--- config.mk ---
export PLATFORM = sky130hd
export DESIGN_NAME = integer_text_parser_top
export DESIGN_NICKNAME = d
export VERILOG_FILES = /design/src/itp_pkg.sv /design/src/itp_core.sv /design/src/integer_text_parser_top.sv
export VERILOG_INCLUDE_DIRS = /design/src /design/src/src
export SDC_FILE = /design/constraint.sdc
export NUM_CORES = 1
export LEC_CHECK = 0
export BUFFER_PORTS_ARGS = -buffer_cell sky130_fd_sc_hd__buf_2
export CORE_ASPECT_RATIO = 2
export CORE_MARGIN = 4
export CORE_UTILIZATION = 50
export DETAILED_ROUTE_END_ITERATION = 6
export PLACE_DENSITY = 0.68
export REMOVE_ABC_BUFFERS = 1
export SETUP_SLACK_MARGIN = 0.4
export SYNTH_ARGS = -nofsm -noshare
export SYNTH_HDL_FRONTEND = slang
export SYNTH_HIERARCHICAL = 1
export SYNTH_SLANG_ARGS = --single-unit
--- constraint.sdc ---
create_clock -name clk -period 12.8 [get_ports clk]
set_clock_uncertainty 0.1 [all_clocks]
set_input_delay 1.28 -clock clk [delete_from_list [all_inputs] [get_ports clk]]
set_output_delay 1.28 -clock clk [all_outputs]
set_load 0.02 [all_outputs]
--- src/integer_text_parser_top_assert.svh ---
// Assertion macros shared by the integer text parser modules.
// Expects clk and arst_n in the scope of each use.
`ifndef INTEGER_TEXT_PARSER_TOP_ASSERT_SVH
`define INTEGER_TEXT_PARSER_TOP_ASSERT_SVH

// same-cycle implication
`define ITP_ASSERT_NOW(lbl, ante, cons, msg) \
	lbl: assert property (@(posedge clk) disable iff (!arst_n) (ante) |-> (cons)) \
		else $error(msg);

// next-cycle implication
`define ITP_ASSERT_NEXT(lbl, ante, cons, msg) \
	lbl: assert property (@(posedge clk) disable iff (!arst_n) (ante) |=> (cons)) \
		else $error(msg);

`endif

--- src/itp_pkg.sv ---
// Types and constants for the integer text parser.
// No dependencies; imported by itp_core, integer_text_parser_top and the testbench.
package itp_pkg;

	localparam logic [7:0] CH_MINUS = 8'h2D;
	localparam logic [7:0] CH_PLUS  = 8'h2B;
	localparam logic [7:0] CH_ZERO  = 8'h30;
	localparam logic [7:0] CH_X     = 8'h78;
	localparam logic [7:0] CH_B     = 8'h62;

	typedef enum logic [1:0] {
		REG_BASE_SELECT = 2'd0,
		REG_MAX_WIDTH   = 2'd1,
		REG_BIN_PREFIX  = 2'd2,
		REG_RESULT_SIZE = 2'd3
	} reg_idx_t;

	typedef enum logic [1:0] {
		SIZE_8  = 2'd0,
		SIZE_16 = 2'd1,
		SIZE_32 = 2'd2,
		SIZE_64 = 2'd3
	} size_t;

	typedef struct packed {
		logic [4:0]  base_select;
		logic [15:0] max_width;
		logic        binary_prefix_enable;
		size_t       result_size;
	} itp_cfg_t;

	typedef struct packed {
		logic [63:0] value;
		logic        ok;
		logic        pushed_back;
		logic [15:0] chars_used;
	} itp_res_t;

endpackage

--- src/itp_core.sv ---
// Field state and per-word step logic of the integer text parser.
// Depends on itp_pkg and the assertion macro header.
`include "integer_text_parser_top_assert.svh"

module itp_core import itp_pkg::*; #(
	parameter int VALUE_BITS = 64,
	parameter int WIDTH_BITS = 16
) (
	input  logic     clk,
	input  logic     arst_n,
	input  logic     fire,
	input  logic [7:0] ch,
	input  logic     is_end,
	input  itp_cfg_t cfg,
	output logic     emit,
	output itp_res_t res
);

	typedef enum logic [1:0] {PH_IDLE, PH_SIGN, PH_ZERO, PH_DIGITS} phase_t;

	phase_t                  phase_q, nph;
	logic [VALUE_BITS-1:0]   acc_q, nacc, sval;
	logic [4:0]              rad_q, nrad;
	logic                    neg_q, nneg, any_q, nany;
	logic [WIDTH_BITS-1:0]   wl_q, nwl, cc_q, ncc;
	logic [7:0]              d;
	logic                    done, do_digit, r_ok, r_push;
	logic [63:0]             v64;

	function automatic logic [7:0] digit_val(input logic [7:0] c);
		logic [7:0] r;
		r = 8'hFF;
		if (c >= 8'h30 && c <= 8'h39)
			r = c - 8'h30;
		else if (c >= 8'h61 && c <= 8'h7A)
			r = c - 8'h57;
		else if (c >= 8'h41 && c <= 8'h5A)
			r = c - 8'h37;
		return r;
	endfunction

	always_comb begin
		nph      = phase_q;
		nacc     = acc_q;
		nrad     = rad_q;
		nneg     = neg_q;
		nany     = any_q;
		nwl      = wl_q;
		ncc      = cc_q;
		emit     = 1'b0;
		r_ok     = 1'b0;
		r_push   = 1'b0;
		done     = 1'b0;
		do_digit = 1'b0;
		d        = digit_val(ch);

		if (phase_q == PH_IDLE) begin
			nacc = '0;
			nrad = cfg.base_select;
			nneg = 1'b0;
			nany = 1'b0;
			ncc  = '0;
			nwl  = cfg.max_width[WIDTH_BITS-1:0];
			if (nwl == '0)
				nwl = WIDTH_BITS'(1);
			nph = PH_SIGN;
			if (!is_end && (ch == CH_MINUS || ch == CH_PLUS)) begin
				nneg = (ch == CH_MINUS);
				ncc  = ncc + WIDTH_BITS'(1);
				nwl  = nwl - WIDTH_BITS'(1);
				done = 1'b1;
				if (nwl == '0)
					emit = 1'b1;
			end
		end

		if (!done) begin
			case (nph)
				PH_SIGN: begin
					if (is_end) begin
						emit = 1'b1;
					end else if (ch == CH_ZERO) begin
						nph = PH_ZERO;
						ncc = ncc + WIDTH_BITS'(1);
						nwl = nwl - WIDTH_BITS'(1);
						if (nwl == '0) begin
							emit = 1'b1;
							r_ok = 1'b1;
						end
					end else begin
						if (nrad == 5'd0)
							nrad = 5'd10;
						do_digit = 1'b1;
					end
				end
				PH_ZERO: begin
					if (is_end) begin
						emit = 1'b1;
						r_ok = 1'b1;
					end else begin
						nany = 1'b1;
						if ((ch | 8'h20) == CH_X && (nrad == 5'd0 || nrad == 5'd16)) begin
							nrad = 5'd16;
							nph  = PH_DIGITS;
							ncc  = ncc + WIDTH_BITS'(1);
							nwl  = nwl - WIDTH_BITS'(1);
							if (nwl == '0) begin
								emit = 1'b1;
								r_ok = 1'b1;
							end
						end else if (ch == CH_B && nrad <= 5'd2 && cfg.binary_prefix_enable) begin
							nrad = 5'd2;
							nph  = PH_DIGITS;
							ncc  = ncc + WIDTH_BITS'(1);
							nwl  = nwl - WIDTH_BITS'(1);
							if (nwl == '0) begin
								emit = 1'b1;
								r_ok = 1'b1;
							end
						end else begin
							if (nrad == 5'd0 || nrad == 5'd8)
								nrad = 5'd8;
							do_digit = 1'b1;
						end
					end
				end
				default: begin
					if (is_end) begin
						emit = 1'b1;
						r_ok = nany;
					end else begin
						do_digit = 1'b1;
					end
				end
			endcase
		end

		if (do_digit) begin
			if (d >= {3'b000, nrad}) begin
				emit   = 1'b1;
				r_ok   = nany;
				r_push = 1'b1;
			end else begin
				nacc = nacc * VALUE_BITS'(nrad) + VALUE_BITS'(d);
				nany = 1'b1;
				nph  = PH_DIGITS;
				ncc  = ncc + WIDTH_BITS'(1);
				nwl  = nwl - WIDTH_BITS'(1);
				if (nwl == '0) begin
					emit = 1'b1;
					r_ok = 1'b1;
				end
			end
		end

		if (emit)
			nph = PH_IDLE;
	end

	always_comb begin
		sval = nneg ? (VALUE_BITS'(0) - nacc) : nacc;
		v64  = 64'(sval);
		case (cfg.result_size)
			SIZE_8:  v64 = {56'd0, v64[7:0]};
			SIZE_16: v64 = {48'd0, v64[15:0]};
			SIZE_32: v64 = {32'd0, v64[31:0]};
			default: v64 = v64;
		endcase
		res.value       = r_ok ? v64 : 64'd0;
		res.ok          = r_ok;
		res.pushed_back = r_push;
		res.chars_used  = 16'(ncc);
	end

	always_ff @(posedge clk or negedge arst_n) begin
		if (!arst_n) begin
			phase_q <= PH_IDLE;
			acc_q   <= '0;
			rad_q   <= '0;
			neg_q   <= 1'b0;
			any_q   <= 1'b0;
			wl_q    <= '0;
			cc_q    <= '0;
		end else if (fire) begin
			phase_q <= nph;
			acc_q   <= nacc;
			rad_q   <= nrad;
			neg_q   <= nneg;
			any_q   <= nany;
			wl_q    <= nwl;
			cc_q    <= ncc;
		end
	end

	`ITP_ASSERT_NOW(a_width_live, phase_q != PH_IDLE, wl_q != '0, "width limit exhausted mid-field")
	`ITP_ASSERT_NEXT(a_end_idle, fire && emit, phase_q == PH_IDLE, "field did not close after result")
	`ITP_ASSERT_NEXT(a_acc_hold, !fire, $stable(acc_q) && $stable(cc_q), "field state moved without a word")

endmodule

--- src/integer_text_parser_top.sv ---
// Integer text parser top level: input register, config registers, result register.
// Depends on itp_pkg, itp_core and the assertion macro header.
//
//   channel | direction | handshake          | payload
//   in      | to block  | in_valid/in_ready  | ch, is_end
//   out     | from block| out_valid/out_ready| value, ok, pushed_back, chars_used
//   cfg     | to block  | APB psel/penable   | paddr, pwdata, prdata
//
// One word per cycle while no field-ending word stalls; each result is held in the result register.
// The field state update (one multiply-add by the radix) sits between the input and result registers.
// A full result register stalls only words that end a field; other words keep flowing.
// Asynchronous reset returns the field state to idle and the config and valid flags to defaults.
`include "integer_text_parser_top_assert.svh"

module integer_text_parser_top import itp_pkg::*; #(
	parameter int VALUE_BITS = 64,
	parameter int WIDTH_BITS = 16
) (
	input  logic        clk,
	input  logic        arst_n,
	input  logic        in_valid,
	output logic        in_ready,
	input  logic [7:0]  ch,
	input  logic        is_end,
	output logic        out_valid,
	input  logic        out_ready,
	output logic [63:0] value,
	output logic        ok,
	output logic        pushed_back,
	output logic [15:0] chars_used,
	input  logic        psel,
	input  logic        penable,
	input  logic        pwrite,
	input  logic [3:0]  paddr,
	input  logic [31:0] pwdata,
	output logic [31:0] prdata,
	output logic        pready
);

	itp_cfg_t    cfg_q;
	logic        valid_s1, is_end_s1;
	logic [7:0]  ch_s1;
	logic        advance, emit;
	itp_res_t    res, res_q;
	logic        out_valid_q;
	logic        wr;
	reg_idx_t    idx;

	assign pready = 1'b1;
	assign wr     = psel & penable & pwrite;
	assign idx    = reg_idx_t'(paddr[3:2]);

	always_ff @(posedge clk or negedge arst_n) begin
		if (!arst_n) begin
			cfg_q.base_select          <= 5'd0;
			cfg_q.max_width            <= 16'hFFFF;
			cfg_q.binary_prefix_enable <= 1'b0;
			cfg_q.result_size          <= SIZE_32;
		end else if (wr) begin
			unique case (idx)
				REG_BASE_SELECT: cfg_q.base_select          <= pwdata[4:0];
				REG_MAX_WIDTH:   cfg_q.max_width            <= pwdata[15:0];
				REG_BIN_PREFIX:  cfg_q.binary_prefix_enable <= pwdata[0];
				REG_RESULT_SIZE: cfg_q.result_size          <= size_t'(pwdata[1:0]);
			endcase
		end
	end

	always_comb begin
		unique case (idx)
			REG_BASE_SELECT: prdata = {27'd0, cfg_q.base_select};
			REG_MAX_WIDTH:   prdata = {16'd0, cfg_q.max_width};
			REG_BIN_PREFIX:  prdata = {31'd0, cfg_q.binary_prefix_enable};
			REG_RESULT_SIZE: prdata = {30'd0, cfg_q.result_size};
		endcase
	end

	assign advance  = valid_s1 && (!emit || !out_valid_q || out_ready);
	assign in_ready = !valid_s1 || advance;

	always_ff @(posedge clk or negedge arst_n) begin
		if (!arst_n) begin
			valid_s1 <= 1'b0;
		end else if (in_ready) begin
			valid_s1 <= in_valid;
		end
	end

	always_ff @(posedge clk) begin
		if (in_ready && in_valid) begin
			ch_s1     <= ch;
			is_end_s1 <= is_end;
		end
	end

	itp_core #(
		.VALUE_BITS(VALUE_BITS),
		.WIDTH_BITS(WIDTH_BITS)
	) u_core (
		.clk   (clk),
		.arst_n(arst_n),
		.fire  (advance),
		.ch    (ch_s1),
		.is_end(is_end_s1),
		.cfg   (cfg_q),
		.emit  (emit),
		.res   (res)
	);

	always_ff @(posedge clk or negedge arst_n) begin
		if (!arst_n) begin
			out_valid_q <= 1'b0;
		end else if (advance && emit) begin
			out_valid_q <= 1'b1;
		end else if (out_ready) begin
			out_valid_q <= 1'b0;
		end
	end

	always_ff @(posedge clk) begin
		if (advance && emit)
			res_q <= res;
	end

	assign out_valid   = out_valid_q;
	assign value       = res_q.value;
	assign ok          = res_q.ok;
	assign pushed_back = res_q.pushed_back;
	assign chars_used  = res_q.chars_used;

	`ITP_ASSERT_NEXT(a_s1_hold, valid_s1 && !advance, valid_s1 && $stable(ch_s1) && $stable(is_end_s1), "input word lost while stalled")
	`ITP_ASSERT_NOW(a_fail_zero, out_valid_q && !res_q.ok, res_q.value == 64'd0, "failed field carries a value")
	`ITP_ASSERT_NEXT(a_result_lands, advance && emit, out_valid_q, "result word not presented")

endmodule

==> flow_summary.toml <==
[synthesis]
yosysWarningCount = 6
ys_ff_latch = 222
synth_edf_count = 91
synth_area_leader_cell = "fa_1"
synthFlopType = "dfrtp_1"
avgSynthCellArea_um2 = 8.24
netlist.area_leader.share = 0.139
synth_cells = 3245
synth_area_leaders = "fa_1 (14%), dfrtp_1 (11%), edfxtp_1 (10%), nor2_1 (6.9%), ha_1 (6.8%)"
synth.yosys.seq_area_share = 0.226
synth.distinct_cells = 123
netlist_area_mm2 = 0.0267
async_flop_share = 0.590

[clock_tree]
clockBufferDepth = 3
clkSlewWorstSetupHoldPaths_ns = 0.07
clk_latency_ns = 0.57
hold_buffers = 0
cts-root-buf = "clkbuf_16"
tritoncts = "built"
htreeDepth = 1
cts.sinks = 222
postCtsSetupBuffers = 0
ctsResizeCount = 0
cts_buffers = 23

[global_routing]
grt_overflow = 0
grt_usage = 0.313
grt_pass1_vias = 25700
grt_antenna_before_repair = 1
grt_pass1_wl_um = 140000
grt_max_degree = 154

[final_layout]
syn2layout_area_growth_pct = 6.95
drive_above_1_share = 0.117
finalNonFillerCells = 3959
final_net_count = 3660
post-route-util = 0.541

[detailed_routing]
postRouteAntennaNets = 0
dr_total_vias = 24700
dr.first_iter.drc_count = 1311
avgRoutedWirePerCell_um = 23.0
wl_um = 91000
vias_per_cell = 6.24
route.detailed.drc = 0
dr.pass1.iters = 6

[sta]
period_minus_slack_ns = 11.05
fin_ws_ns = 1.75
rsz0062_at_grt = "false"
max_freq_mhz = 90.5
max_slew_margin = 0.210
hold_viol = 0
slew_viol_final = 0
period_share = 0.863
setup_viol = 0
tightestPinTransition_ns = 1.16

[power]
vdd_drop_max_mv = 0.117
leakage_nw = 12.9
power.total_mw = 3.25
powerDensity_mw_per_mm2 = 114

[critical_path]
critPathMaxStageDelay_ns = 1.01
critPathSlowestCell = "a2111oi_0"
critPathTopFamily = "compound AO/OA/AOI/OAI gates"
critPathBufInv = 7
required_ns = 12.97
crit_type = "reg2reg"
cp-start-kind = "flip-flop"
critPathMaxFanout = 56
cp.arrival_ns = 11.21
cp-end-kind = "flip-flop"

[die]
coreArea_mm2 = 0.0529
ios = 169
die_area_mm2 = 0.0575
initial_utilization = 0.506
die_w_um = 172
num_rows = 119
die-height_um = 335

[worst_hold_path]
hp-class = "reg2reg"

[placement]
gp_congestion = 0.977
dpl.hpwl_um = 70100
port_buffers = 133
dp_slack_ns = 2.23
dp.cells = 3917

[run_status]
status = "completed"

[run]
maxCapViolations = 0
==> cell families (layout without fill, tap and decap cells) <==
group / after synthesis / in the layout / share of synthesized area
flops: 222 / 222 / 0.226
other cells: 2 / 18 / 0.000281
fa+ha+maj: 331 / 331 / 0.207
compound gates: 681 / 681 / 0.168
mux: 97 / 97 / 0.0416
simple gates: 1238 / 1238 / 0.228
buf+inv: 521 / 554 / 0.0790
xor+xnor: 153 / 153 / 0.0506
==> power breakdown <==
part	total (mW)	switching [mW]	internal (mW)
logic	1.58	1.07	0.510
clock network	0.717	0.325	0.392
registers	0.958	0.103	0.854
==> flip-flops by register name (all words and copies together), names as in the netlist <==
signal	flops
u_core/phase_q	2
u_core/rad_q	5
pushed_back	1
is_end_s1	1
u_core/cc_q	16
cfg_q	24
value	64
out_valid	1
u_core/wl_q	16
valid_s1	1
u_core/any_q	1
u_core/neg_q	1
u_core/acc_q	64
ch_s1	8
ok	1
chars_used	16
==> metal layers <==
| layer | GRT usage | share of wire | up-vias |
|---|---|---|---|
| li1 | - | - | 11200 |
| met5 | 0 | 0 | - |
| met1 | 0.298 | 0.33 | 12100 |
| met2 | 0.579 | 0.53 | 983 |
| met3 | 0.0324 | 0.042 | 400 |
| met4 | 0.271 | 0.11 | 0 |
==> layout make-up <==
type | instances | area (um^2)
Clock inverter | 13 | 133
Sequential cell | 222 | 6030
Clock buffer | 28 | 626
Fill cell | 5020 | 24300
Antenna cell | 1 | 2.50
Tap cell | 665 | 832
Multi-Input combinational cell | 2517 | 18700
Inverter | 337 | 1270
Timing Repair Buffer | 176 | 1010
==> metrics by stage <==
stage | cell area [um^2] | hold slack (ns) | setup TNS [ns]
after global routing | 28600 | 0.425 | 0
after detailed placement | 27800 | 0.397 | 0
after floorplan | 26000 | 0.380 | -917.93
after CTS | 28600 | 0.414 | 0
final | 28600 | 0.412 | 0
after global placement | 27800 | 0.392 | 0
==> worst paths after layout <==
check	endpoint	startpoint	depth (start not counted)	slack (ns)
max in group asynchronous	u_core/acc_q[24]$_DFFE_PN0P_	arst_n	2	10.68
max	value[60]$_DFFE_PP_	ch_s1[4]$_DFFE_PP_	31	1.75
min in group asynchronous	u_core/cc_q[11]$_DFFE_PN0P_	arst_n	1	0.66
max reg2reg	value[60]$_DFFE_PP_	ch_s1[4]$_DFFE_PP_	31	1.75
min reg2reg	u_core/wl_q[3]$_DFFE_PN0P_	u_core/wl_q[3]$_DFFE_PN0P_	1	0.41
min	u_core/wl_q[3]$_DFFE_PN0P_	u_core/wl_q[3]$_DFFE_PN0P_	1	0.41
==> synthesized netlist by cell type, drive strengths merged (23+ instances only) <==
library cell,n
a21o,35
a21oi,232
a31oi,44
and2,39
and3,87
buf,71
clkbuf,113
dfrtp,114
edfxtp,91
fa,186
ha,145
inv,333
mux2,71
mux2i,25
nand2,252
nand3,84
nand4,39
nor2,492
nor3,55
o21a,24
o21ai,122
or2,23
or3,31
xnor2,93
xor2,59
==> placed cells by master (no fill, tap or decap), types with 25 or more instances in the layout <==
master	count
and3_1	87
fa_1	186
mux2_2	60
and2_1	38
edfxtp_1	91
ha_1	145
nand2_1	250
buf_2	132
a31oi_1	43
or3_1	30
nand3_1	82
a21o_1	34
dfrtp_1	114
o21ai_0	114
nor2_1	488
nor3_1	52
xnor2_1	93
mux2i_1	25
xor2_1	59
inv_1	330
buf_4	42
nand4_1	37
a21oi_1	228
(Power assumes the default switching activity.)
